File: src/rtl/core/bgc_ram.sv
// bgc_ram: simple dual-port synchronous RAM, one write and one registered read port.
// Depends on nothing.
`default_nettype none

module bgc_ram #(
    parameter int WIDTH = 8,
    parameter int DEPTH = 16,
    localparam int AW   = (DEPTH > 1) ? $clog2(DEPTH) : 1
) (
    input  wire logic             clk,
    input  wire logic             we,
    input  wire logic [AW-1:0]    waddr,
    input  wire logic [WIDTH-1:0] wdata,
    input  wire logic             re,
    input  wire logic [AW-1:0]    raddr,
    output logic      [WIDTH-1:0] rdata
);

    logic [WIDTH-1:0] mem [DEPTH];

    // Write port
    always_ff @(posedge clk)
    begin
        if (we)
        begin
            mem[waddr] <= wdata;
        end
    end

    // Read port, registered
    always_ff @(posedge clk)
    begin
        if (re)
        begin
            rdata <= mem[raddr];
        end
    end

endmodule

`default_nettype wire

File: config.mk
export PLATFORM = sky130hd
export DESIGN_NAME = bgc_ram
export DESIGN_NICKNAME = d
export VERILOG_FILES = /design/src/rtl/core/bgc_ram.sv
export SDC_FILE = /design/constraint.sdc
export NUM_CORES = 1
export LEC_CHECK = 0
export ABC_AREA = 1
export BUFFER_PORTS_ARGS = -buffer_cell sky130_fd_sc_hd__buf_2
export CAP_MARGIN = 0
export CORE_MARGIN = 5
export CORE_UTILIZATION = 40
export CTS_CLUSTER_SIZE = 40
export DETAILED_ROUTE_END_ITERATION = 8
export PLACE_DENSITY = 0.56
export SYNTH_ARGS = -nofsm -noshare
export SYNTH_HDL_FRONTEND = slang
export SYNTH_SLANG_ARGS = --single-unit
File: constraint.sdc
create_clock -name clk -period 2.83 [get_ports clk]
set_input_delay 0.4245 -clock clk [delete_from_list [all_inputs] [get_ports clk]]
set_output_delay 0.4245 -clock clk [all_outputs]
set_load 0.005 [all_outputs]
After elaboration in Yosys (flattened, before gate mapping). Memories as Yosys holds them, arrays and structs flattened. A register that Yosys moved wholly into a read port is not among the register bits. Index checks and enable logic that the tools add are counted.

Register bits: 0. Bits in latches: 0. Memory bits (writable): 128. Memory bits (read-only): 0. Input port bits: 19. Output and inout port bits: 8. Logic and storage cells: 3. Memories kept: 1.

$add $sub $neg: 0. $mul: 0. Divide/modulo/power cells: 0. $lt $le $gt $ge: 0. Eq/ne operators: 0. Shifts and indexed selects: 0. Multiplexer cells: 2. Bitwise operators: 0. Reduce and logical (&&, ||, !) cells: 0.

Memory list: mem (depth 16, width 8, rd ports 1, clocked after Yosys merged registers in 1, wr ports 1, line 19) `logic [WIDTH-1:0] mem [DEPTH];`.

Operators with widths (number): $mux W1 (2).

Logic depth before layout (Yosys ltp).
Depth after elaboration: 2. Mapped depth: 8. Depth with buffers taken out: 7.

Least setup slack after synthesis. Ideal clock, no wire load.

Path type: input port to flip-flop. Start point: input port waddr[2]. End point: memory mem[10][0], enable pin. Library setup time: 0.370 ns. Arrival: 1.005 ns. Required time: 2.460 ns. Path slack: 1.455 ns. Cell stages on the path: 2. Path buffers: 0. Cells stage by stage: nand3b_1 -> nor2_1.

RTL lines: start: declaration (line 12) `input wire logic [AW-1:0] waddr,`; end: declaration (line 19).

No word-level cell before the write port.

==> results list <==
- CTS tree: built
* Placed Cells: 741
* Worst-skew pair later-pin latency: 0.42 ns
* Row count: 44
- Leak pwr: 0.00280 uW
- Type of the worst setup path: input pin to flip-flop
* CTS H-tree depth: 4
- Fmax: 0.525 GHz
- Data arrival time of the critical path: 2.08 ns
- Setup violations, final: 0
* Worst path required time: 3.00 ns
- Post_cts resized: 0
- Wire segments on met2 add up to 6180 um in the final route.
* RSZ-0062 raised after global routing: no
- Antenna violation net count after detailed routing: 0
- Hold Path Stages: 1
* Cell at the root of the clock tree: sky130_fd_sc_hd__clkbuf_16
- Highest metal layer with signal wires: met4
- At the pin with the least slew margin, the transition time is 0.869 ns.
- Across all register-to-register paths, the minimum setup slack is 1.60 ns.
- The first global-routing pass estimated 20,400 um of wire.
- Net count after synthesis: 570
* Yosys warnings: 0
- The first routing iteration left 352 violations.
- Across the routed clock network, the largest skew measured is 0.00825 ns.
- Detailed placement ended at an HPWL of 8110 um.
* Max Cap Violations: 0
- Initial antenna violation count: 0
- Of all nets on the critical path, the largest fanout is 33.
* Bufs on Longest Clock Path: 2
- Worst slew margin relative to its limit: 0.419
* Post-route worst hold slack: 0.368 ns
* Total cell area at the placement stage: 6080 um^2
- In the routed design, unresolved DRC markers number 0.
- Design area: 6580 um^2
* Number of iterations in the first detailed-routing pass: 5
- Routability-driven placement finished with a final weighted congestion of 0.805.
* Detailed-routing wirelength on met1: 5950 um
* Gate count after technology mapping: 551
* Clock-pin slew on the worst setup and hold paths: 0.06 ns
- Adding up every negative setup slack in the final design gives 0 ns.
- Count of antenna diodes in the layout: 0
- Run status: complete, no violations
- # hold bufs at CTS: 0
- After global routing the overflow that remains totals 0.
- Summed over all layers, the routed wires come to 13,000 um.
- After filler insertion, the fill cell instance count of the layout stands at 1,391.
- IO Count: 27
- In this run the critical register-to-register path is launched from mem[7][1].
- The via count of the first global-routing pass is 3,516.
- In this run the tool buffered the top-level ports with 26 buffer cells.
- Mean number of vias per cell: 4.75
- Effective utilization at floorplan: 0.405
- The worst hold path terminates at rdata[2].
- Avg Cell Area, Syn: 10.6 um^2
* DIE WIDTH: 131 um
* Share of layout cells above drive strength 1: 0.0985
- Endpoint of the worst register-to-register path: rdata[1]
- Startpoint of the worst hold path: re
* Worst setup SP type: input pin
* VDD IR max: 406 uV
* Type of element capturing the critical path: flip-flop
* Power density normalized to cell area: 671 nW/um^2
- In this run the worst hold path is classified as input pin to flip-flop.
* Total CTS buffers: 17
- The core region is 14,400 um^2.
- Relative to the synthesized area, the layout overhead comes to 12.6%.
- The final route contains 3,674 vias.
- Summing every instance area after synthesis gives 5850 um^2.
- Fraction of the cycle the final worst path needs: 0.674
- Synthesized flop and latch total: 136
- Excluding fillers, the count of instances in the completed layout stands at 773.
- Routed length per instance: 16.9 um
- Largest net degree at the start of global routing: 65
- The die covers 17,100 um^2.
* Number of pins exceeding their max-slew limit in the final report: 0
- The final hold violation count is 0.
- Reg2Reg Depth: 6
- Final nets: 595
- The synthesized netlist contains 11 unique library cells.
- For this run, the total global-route usage over all layers was measured as 0.167.
* CTS sink count: 136
- The die is 131 um tall.
- After clock tree synthesis, the setup repair step added 0 buffers.
* Final critical path time including I/O delays and setup: 1.91 ns
- Detailed routing placed a total of 597 um of wire on met3.
- Of the synthesized area, sequential elements account for 0.698.
critical path: stages:
cell and delay (ns):
sky130_fd_sc_hd__buf_2 0.55, sky130_fd_sc_hd__inv_2 0.47, sky130_fd_sc_hd__nand3_1 0.20, sky130_fd_sc_hd__nand3_1 0.12
sky130_fd_sc_hd__nand3_1 0.19, sky130_fd_sc_hd__nand2_1 0.08
area by class of cell:
type / instances / area, um^2 / area share
inverters: 102 / 383 / 0.0582
well taps: 184 / 230 / 0.0350
clock inverters: 12 / 61.3 / 0.00932
multi-input cells: 289 / 1210 / 0.184
clock buffers: 20 / 437 / 0.0663
repair buffers: 30 / 173 / 0.0262
flip-flops and latches: 136 / 4080 / 0.621
how the worst max path moves through the flow:
stage | slack, ns | start | endpoint
after global placement | 0.52 | raddr[1] | rdata[1]
after detailed placement | 0.50 | raddr[1] | rdata[1]
final | 0.92 | raddr[1] | rdata[1]
after floorplan | 1.45 | waddr[2] | mem[10][0]
after CTS | 0.95 | raddr[1] | rdata[1]
after global routing | 0.83 | raddr[1] | rdata[1]
kinds of logic (layout without fill, tap and decap cells):
kind of cell / count (synthesis) / count (layout) / share of synthesized area
buffers and inverters: 126 / 164 / 0.0939
DFF: 136 / 136 / 0.698
and+or+nand+nor: 289 / 289 / 0.208
through the flow:
stage / setup slack (ns) / total power (uW) / utilization
floorplan: 1.45 / 2480 / -
finish: 0.924 / 4410 / 0.456
global route: 0.834 / 4570 / 0.456
detailed placement: 0.505 / 2590 / 0.422
CTS: 0.953 / 4450 / 0.456
global placement: 0.525 / 2590 / 0.422
synth_stat cells:
master / n / share of area
sky130_fd_sc_hd__buf_6: 6 / 0.012
sky130_fd_sc_hd__inv_2: 2 / 0.0013
sky130_fd_sc_hd__nand3_1: 97 / 0.083
sky130_fd_sc_hd__inv_1: 100 / 0.064
sky130_fd_sc_hd__nand2_1: 173 / 0.11
sky130_fd_sc_hd__nor2_1: 17 / 0.011
sky130_fd_sc_hd__buf_4: 4 / 0.0051
sky130_fd_sc_hd__buf_1: 1 / 0.00064
sky130_fd_sc_hd__nand3b_1: 2 / 0.0026
sky130_fd_sc_hd__buf_2: 13 / 0.011
sky130_fd_sc_hd__edfxtp_1: 136 / 0.70
flip-flops by register name (all words and copies together), names as in the netlist:
name	count
mem	128
rdata	8
cell usage in the layout (no fill, tap or decap), drive strengths merged:
| cell | instances |
|---|---|
| nand3 | 97 |
| inv | 102 |
| clkinv | 10 |
| buf | 30 |
| nand2 | 173 |
| clkinvlp | 2 |
| nand3b | 2 |
| nor2 | 17 |
| edfxtp | 136 |
| clkbuf | 20 |
metal layers:
layer / GRT usage / vias up
met4: 0.0732 / 0
met3: 0.0423 / 21
li1: - / 1830
met2: 0.266 / 85
met1: 0.217 / 1738
met5: 0 / -
power breakdown:
group / switching, uW / leakage, uW / internal, uW
Clock: 775 / 0.000245 / 1090
Sequential: 12.7 / 0.00124 / 2270
Combinational: 190 / 0.00132 / 71.8
Total: 977 / 0.00280 / 3440
Power figures use the tool's default switching activity.
