--- src/rtl/core/bgc_pkg.sv ---
// bgc_pkg: shared types and constants of the bipartite graph checker.
// Used by every module under rtl/core but bgc_ram; depends on nothing.
`default_nettype none

package bgc_pkg;

    // Fixed field widths of the stream and configuration ports, and of a node color
    localparam int NODE_IN_W = 10;
    localparam int CFG_W     = 11;
    localparam int S_TDATA_W = 24;
    localparam int M_TDATA_W = 8;
    localparam int HUE_W     = 2;

    // Node color codes held in the node memory
    typedef enum logic [HUE_W-1:0] {
        HUE_NONE = 2'd0,
        HUE_ZERO = 2'd1,
        HUE_ONE  = 2'd2
    } hue_t;

    // Load bookkeeping status seen by the walk controller
    typedef struct packed {
        logic error;
        logic has_entries;
    } load_flags_t;

    // One result
    typedef struct packed {
        logic input_error;
        logic bipartite;
    } result_t;

    // Color given to an uncolored neighbor
    function automatic hue_t hue_flip(input hue_t h);
        hue_t r;
        unique case (h)
            HUE_ZERO: r = HUE_ONE;
            HUE_ONE:  r = HUE_ZERO;
            default:  r = HUE_NONE;
        endcase
        return r;
    endfunction

endpackage

`default_nettype wire

--- src/rtl/core/bgc_loader.sv ---
// bgc_loader: checks incoming adjacency entries and builds the compressed lists.
// Depends on bgc_pkg; writes the node memory (via bgc_walker) and the neighbor store.
`default_nettype none

module bgc_loader
    import bgc_pkg::*;
#(
    parameter int MAX_NODES   = 1024,
    parameter int MAX_ENTRIES = 4096,
    localparam int NODE_AW = $clog2(MAX_NODES),
    localparam int NODE_CW = $clog2(MAX_NODES + 1),
    localparam int ENT_AW  = $clog2(MAX_ENTRIES),
    localparam int ENT_CW  = $clog2(MAX_ENTRIES + 1),
    localparam int N_W     = (NODE_CW > CFG_W) ? NODE_CW : CFG_W,
    localparam int NODE_DW = HUE_W + ENT_AW + ENT_CW
) (
    input  wire logic                 clk,
    input  wire logic                 rst_n,
    input  wire logic                 in_accept,
    input  wire logic                 is_entry,
    input  wire logic [NODE_IN_W-1:0] owner_node,
    input  wire logic [NODE_IN_W-1:0] neighbor_node,
    input  wire logic [N_W-1:0]       active_nodes,
    input  wire logic                 graph_clear,
    output logic                      node_we,
    output logic      [NODE_AW-1:0]   node_waddr,
    output logic      [NODE_DW-1:0]   node_wdata,
    output logic                      list_we,
    output logic      [ENT_AW-1:0]    list_waddr,
    output logic      [NODE_AW-1:0]   list_wdata,
    output load_flags_t               flags,
    output logic      [NODE_AW-1:0]   highest
);

    logic [ENT_CW-1:0]    entry_count_reg, entry_count_next;
    logic                 owner_seen_reg, owner_seen_next;
    logic [NODE_IN_W-1:0] prev_owner_reg, prev_owner_next;
    logic                 error_reg, error_next;
    logic [NODE_AW-1:0]   highest_reg, highest_next;
    logic [ENT_AW-1:0]    start_reg, start_next;
    logic [ENT_CW-1:0]    len_reg, len_next;

    logic [N_W-1:0]     owner_ext, nb_ext;
    logic [NODE_AW-1:0] owner_a, nb_a, hi_tmp;
    logic               out_of_range, order_bad, store_full, take, new_owner;
    logic [ENT_AW-1:0]  start_use;
    logic [ENT_CW-1:0]  len_use;

    // Entry checks and list bookkeeping
    always_comb
    begin
        owner_ext    = N_W'(owner_node);
        nb_ext       = N_W'(neighbor_node);
        owner_a      = owner_ext[NODE_AW-1:0];
        nb_a         = nb_ext[NODE_AW-1:0];
        out_of_range = (owner_ext >= active_nodes) || (nb_ext >= active_nodes);
        order_bad    = owner_seen_reg && (owner_node < prev_owner_reg);
        store_full   = (entry_count_reg == ENT_CW'(MAX_ENTRIES));
        take         = in_accept && is_entry && !out_of_range && !order_bad && !store_full;
        new_owner    = !owner_seen_reg || (owner_node != prev_owner_reg);
        start_use    = new_owner ? entry_count_reg[ENT_AW-1:0] : start_reg;
        len_use      = (new_owner ? ENT_CW'(0) : len_reg) + ENT_CW'(1);

        hi_tmp = (owner_a > highest_reg) ? owner_a : highest_reg;
        hi_tmp = (nb_a > hi_tmp) ? nb_a : hi_tmp;

        node_we    = take;
        node_waddr = owner_a;
        node_wdata = {HUE_NONE, start_use, len_use};
        list_we    = take;
        list_waddr = entry_count_reg[ENT_AW-1:0];
        list_wdata = nb_a;

        entry_count_next = entry_count_reg;
        owner_seen_next  = owner_seen_reg;
        prev_owner_next  = prev_owner_reg;
        error_next       = error_reg;
        highest_next     = highest_reg;
        start_next       = start_reg;
        len_next         = len_reg;

        priority if (graph_clear)
        begin
            entry_count_next = '0;
            owner_seen_next  = 1'b0;
            prev_owner_next  = '0;
            error_next       = 1'b0;
            highest_next     = '0;
            start_next       = '0;
            len_next         = '0;
        end
        else if (take)
        begin
            entry_count_next = entry_count_reg + ENT_CW'(1);
            owner_seen_next  = 1'b1;
            prev_owner_next  = owner_node;
            highest_next     = hi_tmp;
            start_next       = start_use;
            len_next         = len_use;
        end
        else if (in_accept && is_entry)
        begin
            error_next = 1'b1;
        end
    end

    always_ff @(posedge clk or negedge rst_n)
    begin
        if (!rst_n)
        begin
            entry_count_reg <= '0;
            owner_seen_reg  <= 1'b0;
            prev_owner_reg  <= '0;
            error_reg       <= 1'b0;
            highest_reg     <= '0;
            start_reg       <= '0;
            len_reg         <= '0;
        end
        else
        begin
            entry_count_reg <= entry_count_next;
            owner_seen_reg  <= owner_seen_next;
            prev_owner_reg  <= prev_owner_next;
            error_reg       <= error_next;
            highest_reg     <= highest_next;
            start_reg       <= start_next;
            len_reg         <= len_next;
        end
    end

    assign flags.error       = error_reg;
    assign flags.has_entries = (entry_count_reg != '0);
    assign highest           = highest_reg;

endmodule

`default_nettype wire

--- config.mk ---
export PLATFORM = sky130hd
export DESIGN_NAME = bgc_loader
export DESIGN_NICKNAME = d
export VERILOG_FILES = /design/src/rtl/core/bgc_pkg.sv /design/src/rtl/core/bgc_loader.sv
export SDC_FILE = /design/constraint.sdc
export NUM_CORES = 1
export LEC_CHECK = 0
export BUFFER_PORTS_ARGS = -buffer_cell sky130_fd_sc_hd__buf_4
export CAP_MARGIN = 20
export CORE_ASPECT_RATIO = 1.75
export CORE_MARGIN = 5
export CORE_UTILIZATION = 33
export CTS_BUF_LIST = sky130_fd_sc_hd__clkbuf_4
export DETAILED_ROUTE_END_ITERATION = 7
export HOLD_SLACK_MARGIN = 0.08
export PLACE_DENSITY = 0.51
export SYNTH_ARGS = -nofsm -noshare
export SYNTH_HDL_FRONTEND = slang
export SYNTH_SLANG_ARGS = --single-unit
--- constraint.sdc ---
create_clock -name clk -period 8.3 [get_ports clk]
set_input_delay 0.83 -clock clk [delete_from_list [all_inputs] [get_ports clk]]
set_output_delay 0.83 -clock clk [all_outputs]
set_load 0.02 [all_outputs]
### Word level (Yosys, flattened, before mapping)

Index checks and enable logic that the tools add are counted.

| storage, ports and cells | value |
|---|---|
| register bits | 60 |
| input port bits | 36 |
| output and inout bits | 73 |
| logic and storage cells | 51 |

| cells by class | value |
|---|---|
| add/sub/neg operators | 2 |
| order comparisons | 5 |
| equal/unequal tests | 3 |
| mux-type cells | 19 |
| reduce and logical (&&, ||, !) cells | 15 |

Operator list:

| operator | number |
|---|---|
| $mux W13 | 5 |
| $mux W10 | 6 |
| $mux W12 | 3 |
| $add A13 B1 Y13 const B | 2 |
| $ge A10 B11 Y1 | 2 |
| $gt A10 B10 Y1 | 2 |
| $eq A13 B13 Y1 const B | 1 |
| $reduce_bool A13 Y1 | 1 |
| $lt A10 B10 Y1 | 1 |
| $ne A10 B10 Y1 | 1 |
| $logic_and A1 B1 Y1 | 5 |
| $mux W1 | 5 |
| $logic_not A1 Y1 | 4 |
| $reduce_bool A2 Y1 | 2 |
| $logic_or A1 B1 Y1 | 2 |
| $ne A2 B2 Y1 const B | 1 |
| $reduce_and A2 Y1 | 1 |

### Longest topological paths before layout

| depth | value |
|---|---|
| depth after elaboration | 8 |
| depth in mapped cells | 18 |
| mapped depth without buffers | 15 |

### Least setup slack after synthesis

Ideal clock, no wire load.

| timing | value |
|---|---|
| path type | input-to-reg |
| start | input port owner_node[3] |
| end | register highest_reg[9] (netlist: highest[9]) |
| setup time | 101 ps |
| data arrival time | 4177 ps |
| data required time | 8199 ps |
| setup slack | 4021 ps |
| cell stages on the path | 16 |
| buffers on the path | 3 |
| cell sequence | ha_1 -> a21oi_1 -> o21ai_0 -> a221oi_1 -> a21o_1 -> clkbuf_1 -> clkbuf_1 -> a22oi_1 -> ha_1 -> a21oi_1 -> o21ai_0 -> a2111oi_0 -> a31o_2 -> buf_1 -> nor2_1 -> o32ai_1 |

| on the way | value |
|---|---|
| longest elaborated chain between the ends | 7 |
| elaborated cells between the ends (all ways) | 16 |

RTL lines:

| element | RTL line | text |
|---|---|---|
| from (decl) | bgc_loader.sv:21 | `input wire logic [NODE_IN_W-1:0] owner_node,` |
| branches (longest 7 deep; another with $gt A10 B10 Y1) | - |  |
| to (signal assigned) | bgc_loader.sv:125 | `highest_reg <= highest_next;` |
| to (decl) | bgc_loader.sv:39 | `logic [NODE_AW-1:0] highest_reg, highest_next;` |

Several ways; the timed one is not identified. The select of a mux whose other input is x is not followed.
A chain may end at the register's enable or synchronous reset.

### Worst setup path in the final report

| timing | value |
|---|---|
| start | input port owner_node[9] |
| end | register highest_reg[4] (netlist: highest[4]) |

The elaborated chain is that of the path after synthesis.

==> impl_metrics.yaml <==
sta:
  maxSlewViolCount: 0
  tns_ns: 0
  final_hold_viol_count: 0
  hold_slack_ns: 0.478
  fmax_mhz: 214
  finalSetupViolCount: 0
  slew_headroom_pct: 32.6
  worst_pin_slew_ns: 1.01
  fin_skew_ns: 0.00825
  rsz0062_at_grt: "no"
  finalCriticalPeriod_ns: 4.68
  fin_crit_sh_pct: 56.4
placement:
  portBuffers: 106
  hpwl_um: 11400
  dpl.cell_count: 822
  place.gp.congestion: 0.844
floorplanning:
  coreArea_um2: 14700
  dieArea_um2: 17400
  rows: 59
  chipWidth_um: 102
  die_h_um: 171
  start_util_pct: 33.3
  io_pins: 109
yosys:
  yosysSeqAreaShare_pct: 30.7
  synthFlopType: "dfrtp_1"
  yosysWarnings: 0
  yosysUniqueCellTypes: 55
  synth-seq-cells: 60
  synthCells: 598
  async_flop_share_pct: 100
  syn_area_per_cell_um2: 8.17
  syn-cell-area_um2: 4890
  synth-edff-count: 0
cells_and_area:
  areaGrowthSynthToFinish_pct: 15.7
  layout-drive-gt1-share_pct: 20.3
  fill_cells: 1549
  final_cells: 839
  final_nets: 740
route:
  first_pass_iters: 5
  drc: 0
  ant_nets: 0
  num_vias: 4694
  wl_per_cell_um: 18.8
  drt_iter0_drc: 254
  viasPerCell: 5.59
  routed_wl_um: 15800
setup_path:
  path_class: "in -> reg"
  arrival_ns: 5.00
  crit_path_end_kind: "register"
  cp_data_required_time_ns: 8.62
  crit_fanout: 21
  startpoint_type: "input port"
clock_tree:
  post-cts-setup-buffers: 0
  clockRootBuffer: "clkbuf_4"
  cts_buffers: 9
  cts.clk_slew.worst_paths_ns: 0.10
  htree_levels: 3
  clock_path_buffers: 2
  worstSkewPairLatency_ns: 0.42
  cts_resized: 0
  clock_sinks: 60
  holdBufCountCts: 0
  cts_tree: "built"
grt:
  grt_overflow: 0
  grt_pass1_vias: 4768
  grt_max_degree: 61
  grt_busiest_layer: "met2"
  met2_usage_pct: 33.5
  track_usage_pct: 18.3
  met1_usage_pct: 20.6
  met3_usage_pct: 3.63
  antenna_found_initial: 1
  grt_pass1_wl_um: 25000
power:
  peakVddDrop_uv: 68.7
  leakagePower_nw: 2.56
  p_per_area_nw_per_um2: 124
hold_path:
  min_path_type: "in -> async"
job:
  max-cap-violations: 0
status:
  status: "completed"
## kinds of logic (layout without fill, tap and decap cells)
kind of cell / Yosys count / count (layout) / share of synthesized area [%]
simple gates: 203 / 203 / 21.2
compound gates: 162 / 162 / 21.1
buf+inv: 108 / 164 / 11.3
flops: 60 / 60 / 30.7
fa+ha+maj: 53 / 53 / 13.6
xor+xnor: 10 / 10 / 1.79
other cells: 1 / 3 / 0.0768
mux: 1 / 1 / 0.230
## power by group
part           total, mW  internal [mW]  switching, mW
sequential         0.315          0.304         0.0108
clock              0.178         0.0639          0.114
combinational      0.211         0.0791          0.132
## stage by stage
| stage | worst slack [ns] | power (mW) | cell area, um2 | utilization [%] |
|---|---|---|---|---|
| 6_report | 3.62 | 0.704 | 5650 | 38.5 |
| 5_1_grt | 3.26 | 0.750 | 5650 | 38.5 |
| 4_1_cts | 3.47 | 0.714 | 5640 | 38.4 |
| 3_5_place_dp | 3.18 | 0.533 | 5540 | 37.7 |
| 3_3_place_gp | 3.38 | 0.528 | 5540 | 37.7 |
| 2_1_floorplan | 4.02 | 0.456 | 4890 | - |
## final cells by class
| cell class | instances | area [um2] | share of cell area [%] |
|---|---|---|---|
| tap | 183 | 229 | 4.05 |
| sequential | 60 | 1500 | 26.6 |
| clock buffer | 11 | 82.6 | 1.46 |
| inverter | 40 | 150 | 2.66 |
| multi-input combinational | 431 | 2850 | 50.4 |
| timing repair buffer | 109 | 822 | 14.5 |
| clock inverter | 4 | 17.5 | 0.310 |
| antenna | 1 | 2.50 | 0.0443 |
## worst max-delay path, stage by stage
cell and delay, ns:
buf_4 0.14, ha_1 0.29, nand4_1 0.16, nor3_1 0.28
and3_1 0.46, a21o_1 0.56, a22oi_1 0.19, ha_1 0.35
nand4_1 0.18, a211oi_1 0.20, a2111oi_0 0.11, a31oi_1 0.76
a221oi_1 0.14, o32ai_1 0.33
## final timing paths
path / cells after the start / from / slack (ns) / endpoint
max: 14 / owner_node[9] / 3.62 / highest[4]
min: 1 / rst_n / 0.48 / len_reg[7]
max reg2reg: 14 / highest[6] / 3.68 / highest[4]
min reg2reg: 1 / error_reg / 0.51 / error_reg
max in group asynchronous: 1 / rst_n / 7.22 / highest[8]
min in group clk: 1 / error_reg / 0.51 / error_reg
## cells in the final DEF (no fill, tap or decap), drive strengths merged, types with 2 or more instances in the layout
master  Yosys  layout
and4        6       6
a21o        5       5
o21ai      40      40
nand4       8       8
inv        39      39
o31a        2       2
or2         3       3
clkinv      1       5
and2        2       2
o31ai       6       6
or3         4       4
a21oi      55      55
and3        5       5
nand3      35      35
ha         53      53
nand2      49      49
nor3       34      34
a221oi     12      12
o32ai      10      10
and4b       2       2
o21a        5       5
xor2        5       5
buf        46     109
conb        1       2
xnor2       5       5
nand2b      3       3
nor2b      13      13
a22oi       9       9
a31oi       2       2
or4         6       6
nor2       27      27
a211oi      7       7
dfrtp      60      60
nor4        3       3
clkbuf     22      11
## Yosys cell counts (5+ instances only)
master	number	area [um2]
xor2_1	5	43.8
or4_1	6	45.0
clkbuf_1	22	82.6
buf_4	36	270
a21o_1	5	37.5
buf_1	6	22.5
nand2_1	49	184
ha_1	53	663
a211oi_1	7	52.6
o31ai_1	6	45.0
nor2b_1	13	81.3
o21a_1	5	37.5
o32ai_1	10	87.6
nand4_1	8	50.1
inv_1	39	146
a221oi_1	11	96.3
o21ai_0	39	195
a21oi_1	55	275
nand3_1	35	175
xnor2_1	5	43.8
nor2_1	27	101
and4_1	6	52.6
nor3_1	34	170
dfrtp_1	60	1500
and3_1	5	31.3
a22oi_1	9	67.6
## routing by layer
| layer | share of wire, % | vias up | wire [um] |
|---|---|---|---|
| met2 | 53 | 136 | 8330 |
| met5 | 0 | - | 0 |
| met4 | 2.8 | 0 | 449 |
| li1 | - | 2245 | - |
| met1 | 39 | 2288 | 6170 |
| met3 | 5.3 | 25 | 836 |
(Power assumes the default switching activity.)
