**config.mk**
```make
export PLATFORM = sky130hd
export DESIGN_NAME = bgc_walker
export DESIGN_NICKNAME = d
export VERILOG_FILES = /design/src/rtl/core/bgc_pkg.sv /design/src/rtl/core/bgc_walker.sv
export SDC_FILE = /design/constraint.sdc
export NUM_CORES = 1
export LEC_CHECK = 0
export CAP_MARGIN = 10
export CORE_UTILIZATION = 30
export DETAILED_ROUTE_END_ITERATION = 10
export DONT_BUFFER_PORTS = 1
export PLACE_DENSITY = 0.51
export SYNTH_ARGS = -nofsm -noshare
export SYNTH_HDL_FRONTEND = slang
export SYNTH_SLANG_ARGS = --single-unit
```
**constraint.sdc**
```tcl
create_clock -name clk -period 3.8 [get_ports clk]
set_clock_uncertainty 0.15 [all_clocks]
set_input_delay 0.76 -clock clk [delete_from_list [all_inputs] [get_ports clk]]
set_output_delay 0.76 -clock clk [all_outputs]
set_load 0.03 [all_outputs]
```
**src/rtl/core/bgc_pkg.sv**
```systemverilog
// bgc_pkg: shared types and constants of the bipartite graph checker.
// Used by every module under rtl/core but bgc_ram; depends on nothing.
`default_nettype none

package bgc_pkg;

    // Fixed field widths of the stream and configuration ports, and of a node color
    localparam int NODE_IN_W = 10;
    localparam int CFG_W     = 11;
    localparam int S_TDATA_W = 24;
    localparam int M_TDATA_W = 8;
    localparam int HUE_W     = 2;

    // Node color codes held in the node memory
    typedef enum logic [HUE_W-1:0] {
        HUE_NONE = 2'd0,
        HUE_ZERO = 2'd1,
        HUE_ONE  = 2'd2
    } hue_t;

    // Load bookkeeping status seen by the walk controller
    typedef struct packed {
        logic error;
        logic has_entries;
    } load_flags_t;

    // One result
    typedef struct packed {
        logic input_error;
        logic bipartite;
    } result_t;

    // Color given to an uncolored neighbor
    function automatic hue_t hue_flip(input hue_t h);
        hue_t r;
        unique case (h)
            HUE_ZERO: r = HUE_ONE;
            HUE_ONE:  r = HUE_ZERO;
            default:  r = HUE_NONE;
        endcase
        return r;
    endfunction

endpackage

`default_nettype wire

```
**src/rtl/core/bgc_walker.sv**
```systemverilog
// bgc_walker: sequencer for the depth-first two-coloring walk and the node memory clear.
// Depends on bgc_pkg; drives the ports of the node, neighbor and stack memories.
`default_nettype none

module bgc_walker
    import bgc_pkg::*;
#(
    parameter int MAX_NODES   = 1024,
    parameter int MAX_ENTRIES = 4096,
    localparam int NODE_AW = $clog2(MAX_NODES),
    localparam int NODE_CW = $clog2(MAX_NODES + 1),
    localparam int ENT_AW  = $clog2(MAX_ENTRIES),
    localparam int ENT_CW  = $clog2(MAX_ENTRIES + 1),
    localparam int N_W     = (NODE_CW > CFG_W) ? NODE_CW : CFG_W,
    localparam int NODE_DW = HUE_W + ENT_AW + ENT_CW
) (
    input  wire logic               clk,
    input  wire logic               rst_n,
    input  wire logic               last_accept,
    input  wire logic [N_W-1:0]     active_nodes,
    input  load_flags_t             flags,
    input  wire logic [NODE_AW-1:0] highest,
    input  wire logic               out_free,
    // loader requests for the node memory
    input  wire logic               ld_node_we,
    input  wire logic [NODE_AW-1:0] ld_node_waddr,
    input  wire logic [NODE_DW-1:0] ld_node_wdata,
    // node memory
    output logic                    node_we,
    output logic      [NODE_AW-1:0] node_waddr,
    output logic      [NODE_DW-1:0] node_wdata,
    output logic                    node_re,
    output logic      [NODE_AW-1:0] node_raddr,
    input  wire logic [NODE_DW-1:0] node_rdata,
    // neighbor store read
    output logic                    list_re,
    output logic      [ENT_AW-1:0]  list_raddr,
    input  wire logic [NODE_AW-1:0] list_rdata,
    // walk stack
    output logic                    stk_we,
    output logic      [NODE_AW-1:0] stk_waddr,
    output logic      [NODE_AW-1:0] stk_wdata,
    output logic                    stk_re,
    output logic      [NODE_AW-1:0] stk_raddr,
    input  wire logic [NODE_AW-1:0] stk_rdata,
    // control toward the ports
    output logic                    in_ready,
    output logic                    res_valid,
    output result_t                 res,
    output logic                    graph_clear
);

    typedef enum logic [10:0] {
        ST_CLEAR    = 11'b00000000001,
        ST_LOAD     = 11'b00000000010,
        ST_DECIDE   = 11'b00000000100,
        ST_SEED_RD  = 11'b00000001000,
        ST_SEED_CHK = 11'b00000010000,
        ST_NBR_RD   = 11'b00000100000,
        ST_NBR_NODE = 11'b00001000000,
        ST_NBR_CHK  = 11'b00010000000,
        ST_POP      = 11'b00100000000,
        ST_CUR      = 11'b01000000000,
        ST_DONE     = 11'b10000000000
    } state_t;

    state_t             state_reg, state_next;
    logic [NODE_AW-1:0] seed_reg, seed_next;
    logic [ENT_CW-1:0]  pos_reg, pos_next;
    logic [ENT_CW-1:0]  end_reg, end_next;
    hue_t               hue_reg, hue_next;
    logic [NODE_AW-1:0] nb_reg, nb_next;
    logic [NODE_CW-1:0] sp_reg, sp_next;
    logic [NODE_AW-1:0] clr_reg, clr_next;
    logic [NODE_AW-1:0] clr_last_reg, clr_last_next;
    result_t            res_reg, res_next;

    hue_t               rd_hue;
    logic [ENT_AW-1:0]  rd_start;
    logic [ENT_CW-1:0]  rd_len;
    logic [NODE_CW-1:0] sp_dec;
    logic               seed_adv;

    // Fields of the node word read back
    assign rd_hue   = hue_t'(node_rdata[NODE_DW-1 -: HUE_W]);
    assign rd_start = node_rdata[ENT_CW +: ENT_AW];
    assign rd_len   = node_rdata[ENT_CW-1:0];
    assign sp_dec   = sp_reg - NODE_CW'(1);

    // Walk sequencer
    always_comb
    begin
        state_next    = state_reg;
        seed_next     = seed_reg;
        pos_next      = pos_reg;
        end_next      = end_reg;
        hue_next      = hue_reg;
        nb_next       = nb_reg;
        sp_next       = sp_reg;
        clr_next      = clr_reg;
        clr_last_next = clr_last_reg;
        res_next      = res_reg;
        seed_adv      = 1'b0;

        node_we    = 1'b0;
        node_waddr = ld_node_waddr;
        node_wdata = ld_node_wdata;
        node_re    = 1'b0;
        node_raddr = seed_reg;
        list_re    = 1'b0;
        list_raddr = pos_reg[ENT_AW-1:0];
        stk_we     = 1'b0;
        stk_waddr  = sp_reg[NODE_AW-1:0];
        stk_wdata  = nb_reg;
        stk_re     = 1'b0;
        stk_raddr  = sp_dec[NODE_AW-1:0];
        in_ready   = 1'b0;
        res_valid  = 1'b0;
        graph_clear = 1'b0;

        unique case (state_reg)
            // Reset every color and list length of the touched range
            ST_CLEAR:
            begin
                node_we    = 1'b1;
                node_waddr = clr_reg;
                node_wdata = {HUE_NONE, ENT_AW'(0), ENT_CW'(0)};
                if (clr_reg == clr_last_reg)
                begin
                    state_next = ST_LOAD;
                end
                else
                begin
                    clr_next = clr_reg + NODE_AW'(1);
                end
            end

            // Entries stream in; the loader owns the write port
            ST_LOAD:
            begin
                in_ready   = 1'b1;
                node_we    = ld_node_we;
                node_waddr = ld_node_waddr;
                node_wdata = ld_node_wdata;
                if (last_accept)
                begin
                    state_next = ST_DECIDE;
                end
            end

            ST_DECIDE:
            begin
                seed_next = '0;
                sp_next   = '0;
                priority if (flags.error ||
                             (flags.has_entries && (N_W'(highest) >= active_nodes)))
                begin
                    res_next   = '{input_error: 1'b1, bipartite: 1'b0};
                    state_next = ST_DONE;
                end
                else if (!flags.has_entries)
                begin
                    res_next   = '{input_error: 1'b0, bipartite: 1'b1};
                    state_next = ST_DONE;
                end
                else
                begin
                    state_next = ST_SEED_RD;
                end
            end

            ST_SEED_RD:
            begin
                node_re    = 1'b1;
                node_raddr = seed_reg;
                state_next = ST_SEED_CHK;
            end

            // Uncolored seed gets color zero and becomes the current node
            ST_SEED_CHK:
            begin
                if (rd_hue != HUE_NONE)
                begin
                    seed_adv = 1'b1;
                end
                else
                begin
                    node_we    = 1'b1;
                    node_waddr = seed_reg;
                    node_wdata = {HUE_ZERO, rd_start, rd_len};
                    hue_next   = HUE_ZERO;
                    pos_next   = ENT_CW'(rd_start);
                    end_next   = ENT_CW'(rd_start) + rd_len;
                    state_next = ST_NBR_RD;
                end
            end

            // Next neighbor of the current node, or pop the stack
            ST_NBR_RD:
            begin
                if (pos_reg == end_reg)
                begin
                    if (sp_reg == '0)
                    begin
                        seed_adv = 1'b1;
                    end
                    else
                    begin
                        stk_re     = 1'b1;
                        sp_next    = sp_dec;
                        state_next = ST_POP;
                    end
                end
                else
                begin
                    list_re    = 1'b1;
                    state_next = ST_NBR_NODE;
                end
            end

            ST_NBR_NODE:
            begin
                node_re    = 1'b1;
                node_raddr = list_rdata;
                nb_next    = list_rdata;
                state_next = ST_NBR_CHK;
            end

            // Color and push an uncolored neighbor; same color is a conflict
            ST_NBR_CHK:
            begin
                priority if (rd_hue == HUE_NONE)
                begin
                    node_we    = 1'b1;
                    node_waddr = nb_reg;
                    node_wdata = {hue_flip(hue_reg), rd_start, rd_len};
                    if (sp_reg != NODE_CW'(MAX_NODES))
                    begin
                        stk_we  = 1'b1;
                        sp_next = sp_reg + NODE_CW'(1);
                    end
                    pos_next   = pos_reg + ENT_CW'(1);
                    state_next = ST_NBR_RD;
                end
                else if (rd_hue == hue_reg)
                begin
                    res_next   = '{input_error: 1'b0, bipartite: 1'b0};
                    state_next = ST_DONE;
                end
                else
                begin
                    pos_next   = pos_reg + ENT_CW'(1);
                    state_next = ST_NBR_RD;
                end
            end

            ST_POP:
            begin
                node_re    = 1'b1;
                node_raddr = stk_rdata;
                state_next = ST_CUR;
            end

            ST_CUR:
            begin
                hue_next   = rd_hue;
                pos_next   = ENT_CW'(rd_start);
                end_next   = ENT_CW'(rd_start) + rd_len;
                state_next = ST_NBR_RD;
            end

            // Hand the result over, then clear what this graph touched
            ST_DONE:
            begin
                if (out_free)
                begin
                    res_valid     = 1'b1;
                    graph_clear   = 1'b1;
                    clr_next      = '0;
                    clr_last_next = highest;
                    state_next    = flags.has_entries ? ST_CLEAR : ST_LOAD;
                end
            end

            default:
            begin
                state_next = ST_CLEAR;
                clr_next   = '0;
            end
        endcase

        // Move to the next seed or finish with a two-colorable graph
        if (seed_adv)
        begin
            if (seed_reg == highest)
            begin
                res_next   = '{input_error: 1'b0, bipartite: 1'b1};
                state_next = ST_DONE;
            end
            else
            begin
                seed_next  = seed_reg + NODE_AW'(1);
                state_next = ST_SEED_RD;
            end
        end
    end

    always_ff @(posedge clk or negedge rst_n)
    begin
        if (!rst_n)
        begin
            state_reg    <= ST_CLEAR;
            seed_reg     <= '0;
            sp_reg       <= '0;
            clr_reg      <= '0;
            clr_last_reg <= NODE_AW'(MAX_NODES - 1);
            res_reg      <= '0;
        end
        else
        begin
            state_reg    <= state_next;
            seed_reg     <= seed_next;
            sp_reg       <= sp_next;
            clr_reg      <= clr_next;
            clr_last_reg <= clr_last_next;
            res_reg      <= res_next;
        end
    end

    // Walk payload registers
    always_ff @(posedge clk)
    begin
        pos_reg <= pos_next;
        end_reg <= end_next;
        hue_reg <= hue_next;
        nb_reg  <= nb_next;
    end

    assign res = res_reg;

endmodule

`default_nettype wire

```
Word level (Yosys, flattened, before mapping)
Cells that the tools add are included.

Magnitude comparators: 1. Bitwise operators: 1. Reduce and logical (&&, ||, !) cells: 16. Muxes and demuxes: 67. Equality and inequality tests: 31. Add/subtract/negate cells: 6.

Operators with widths (number): $mux 11 (16); $pmux 11 s11 (1); $pmux 27 s3 (1); $mux 10 (7); $pmux 10 s3 (2); $mux 27 (2); $mux 13 (4); $pmux 13 s3 (1); $pmux 11 s3 (1); $pmux 13 s2 (1); $add 10x1->10 const B (2); $eq 10x10->1 (2); $pmux 10 s2 (1); $mux 1 (17); $mux 2 (8); $ne 3x3->1 const B (5); $ne 2x2->1 const B (7); $add 12x13->13 (1); $add 13x1->13 const B (1); $eq 13x13->1 (1); $pmux 2 s2 (3); $add 11x1->11 const B (1); $eq 11x1->1 const B (1); $eq 11x10->1 const B (1); other kinds (30) (35).

Register bits after elaboration: 92.

Longest topological paths before layout
Depth in word-level cells: 7. Gate-level depth with buffers: 10.

Least setup slack after synthesis
No wires, ideal clock.

Path type: input to output. Start point: input node_rdata[26]. End point: output node_wdata[25]. Path buffers: 3. Data arrival time: 2379 ps. Stages: 7. Slack: 511 ps. Data required time: 2890 ps. Cell sequence: or2_2 buf_1 nor4_1 buf_2 buf_2 o21ai_0 nor2_1.

Cells in the longest elaborated chain, start to end: 3. Elaborated cells between the ends (all ways): 5. Classes of those cells: mux: 3; reduce/logical: 2.

RTL lines: from (decl) (line bgc_walker.sv:34) `input wire logic [NODE_DW-1:0] node_rdata,`; $logic_not 2->1 / $reduce_bool 2->1 (equally long branches) (line bgc_walker.sv:232, bgc_walker.sv:182); $mux 27 (on tied branches) (line bgc_walker.sv:232, bgc_walker.sv:182); $pmux 27 s3 (*) (line bgc_walker.sv:121) `unique case (state_reg)`; to (decl) (line bgc_walker.sv:31) `output logic [NODE_DW-1:0] node_wdata,`.

Mark *: on every way between the ends. The rest lies on a longest branch, timed or not.

Worst setup path after layout
Start point: register state_reg[8]. End point: output node_raddr[2].

Cells in the longest elaborated chain, start to end: 2. Elaborated cells between the ends (all ways): 3. Classes of those cells: eq/ne: 2; mux: 1.

RTL lines: from (decl) (line bgc_walker.sv:67) `state_t state_reg, state_next;`; from (signal assigned) (line bgc_walker.sv:321) `state_reg <= state_next;`; $eq 11x9->1 / $eq 11x7->1 (equally long branches) (line bgc_walker.sv:121); $pmux 10 s2 (*) (line bgc_walker.sv:121); to (decl) (line bgc_walker.sv:33) `output logic [NODE_AW-1:0] node_raddr,`.

Marks and branches as above.

==> flow_summary.json <==
{
  "outcome": "complete, no violations",
  "startpoint": "state_reg[8]",
  "synth_area_leaders": "edfxtp_1 17%, dfrtp_1 16%, ha_1 5.1%",
  "synth_common_cells": "83 x nand2_1, 47 x nor2_1, 46 x o21ai_0",
  "critical_path.max_stage_delay_ns": 0.58,
  "async_flop_share_pct": 58.7,
  "endpoint": "node_raddr[2]",
  "drive_gt1_share_pct": 13.6,
  "dieArea_um2": 23500,
  "die_w_um": 153,
  "clk_pin_slew_worst_paths_ns": 0.07,
  "critPathKind": "reg -> out",
  "cts_root_buf": "clkbuf_16",
  "crit_chain": "or2_1 > or4_4 > nor4_4 > buf_6 > a22oi_1 > nand2_1",
  "grt_pass1_wl_um": 32700,
  "clk_latency_ns": 0.36,
  "hp-class": "in -> async",
  "rows": 54,
  "nFillCells": 2246,
  "finalNonFillerCells": 1036,
  "synth_top_cell_by_area": "edfxtp_1",
  "coreArea_um2": 22100,
  "required_ns": 2.89,
  "setup_viol": 0,
  "synth_fp_nets": 909,
  "wl_um": 21300,
  "relSlewSlack_pct": 41.5,
  "crit_family": "simple AND/OR/NAND/NOR gates",
  "dp_slack_ns": 0.524,
  "cts_buffer_depth": 2,
  "via_per_inst": 5.48,
  "antenna_found_initial": 0,
  "cts_tree": "built",
  "cts_made_buffers": 9,
  "whs_ns": 0.0924,
  "drt_iter0_markers": 389,
  "critPathCaptureType": "output pin",
  "ys_seq_area_share_pct": 36.5,
  "synth_cells": 768,
  "regArea_um2": 2510,
  "start_util_pct": 31.0,
  "arrival_ns": 2.68,
  "num_io_pins": 211,
  "ant_nets": 0,
  "grt_max_degree": 44,
  "syn_area_um2": 6860,
  "hpwl_um": 16300,
  "ys_types": 74,
  "cts_sinks": 92,
  "worstRegToRegCells": 8,
  "synth_seq_cells": 92,
  "overflow": 0,
  "fin_util_pct": 34.3,
  "placed_cells": 1019,
  "finalMaxSlewViolations": 0,
  "fin_ws_ns": 0.208,
  "dr.pass1.iters": 5,
  "critPathLaunchType": "flop",
  "syn_avg_cell_area_um2": 8.93,
  "tightest_slew_ns": 0.871,
  "r2r_end": "seed_reg[9]",
  "syn_to_final_growth_pct": 10.4,
  "diodes": 0,
  "hold_viol": 0,
  "routedWlPerCell_um": 20.6,
  "max_freq_mhz": 278,
  "vias": 5677,
  "crit_slowest_cell": "or4_4",
  "yosysWarnings": 0,
  "dieHeight_um": 153,
  "htree_levels": 3,
  "r2r-start": "state_reg[7]",
  "power.density_nw_per_um2": 615,
  "cp_num_cells": 6,
  "port-buffer-count": 0,
  "period_share_pct": 94.5,
  "grt_pass1_vias": 5331,
  "period_needed_ns": 3.59,
  "synth_edf_count": 38,
  "peakVddDrop_mv": 0.315,
  "drc": 0,
  "grt_usage_pct": 18.2,
  "maxCapViolations": 0,
  "cts_setup_buffers": 0,
  "critPathMaxFanout": 20,
  "synth_top_area_share_pct": 16.6,
  "routabilityCongestion": 0.860,
  "rsz0062_at_grt": "true",
  "post-synth-top-count-cell": "nand2_1",
  "cp.buffers_inverters": 1,
  "r2r_setup_slack_ns": 0.75,
  "nets": 892,
  "synth_flop_cell": "dfrtp_1",
  "p_leak_nw": 3.16,
  "multiInputGateArea_um2": 3910
}
[metrics by stage]
step	setup TNS (ns)	instance area (µm²)	power, mW
floorplan	0	6860	3.13
global placement	0	7220	3.69
detailed placement	0	7220	3.70
CTS	0	7550	4.68
global route	-0.0305	7570	4.92
finish	0	7570	4.66
[layout by cell type, fill, tap and decap left out, drive strengths merged, types with 4 or more instances in the layout]
master   n
ha      28
or3      9
a31oi   11
nand3   32
and3    19
and2     5
o211ai   4
o21a     6
nand2b  10
nor4    21
a21oi   22
or2      4
or4      6
xor2    33
nand4   14
mux2i    7
a22oi   28
mux2     9
dfrtp   43
nor3    18
edfxtp  38
o21ai   50
clkbuf  10
o31ai    4
nor2b    6
buf     41
nand2   84
inv     34
nor2    48
xnor2   34
dfstp   11
a22o    28
[layout make-up]
class | instances | share of cell area (%)
flip-flops and latches | 92 | 33.1
well taps | 280 | 4.63
repair buffers | 41 | 5.20
inverters | 31 | 1.54
multi-input cells | 576 | 51.6
clock inverters | 6 | 0.942
clock buffers | 10 | 3.02
[power breakdown]
group          internal (mW)  switching [mW]
clock network          0.520           0.430
logic                  0.709            1.48
registers               1.21           0.301
[what timing repair did]
item | in CTS | in global routing
hold buffers | 1 | 0
gates resized for setup | 0 | 4
endpoints found under the hold margin | 43 | 0
endpoints found under the setup margin | 0 | 13
[worst min path at each step]
stage | end | slack (ns)
finish | clr_last_reg[2] | 0.09
global route | clr_last_reg[2] | 0.07
CTS | clr_last_reg[1] | 0.07
detailed placement | res[1] | 0.32
global placement | clr_reg[0] | 0.32
floorplan | clr_reg[0] | 0.31
[cells by family after synthesis]
kind of cell / share of synthesized area (%)
buf+inv: 7.17
compound gates: 17.6
flops: 36.5
simple gates: 22.2
xor+xnor: 8.56
mux: 2.50
fa+ha+maj: 5.40
[per-layer routing]
metal	vias to the layer above	global-route usage, %	share of wire [%]
li1	2738	-	-
met1	2761	24.9	48
met2	160	28.7	46
met3	18	4.28	5.0
met4	0	4.71	1.3
met5	-	0	0
No activity file was read; power rests on OpenSTA's default activity.
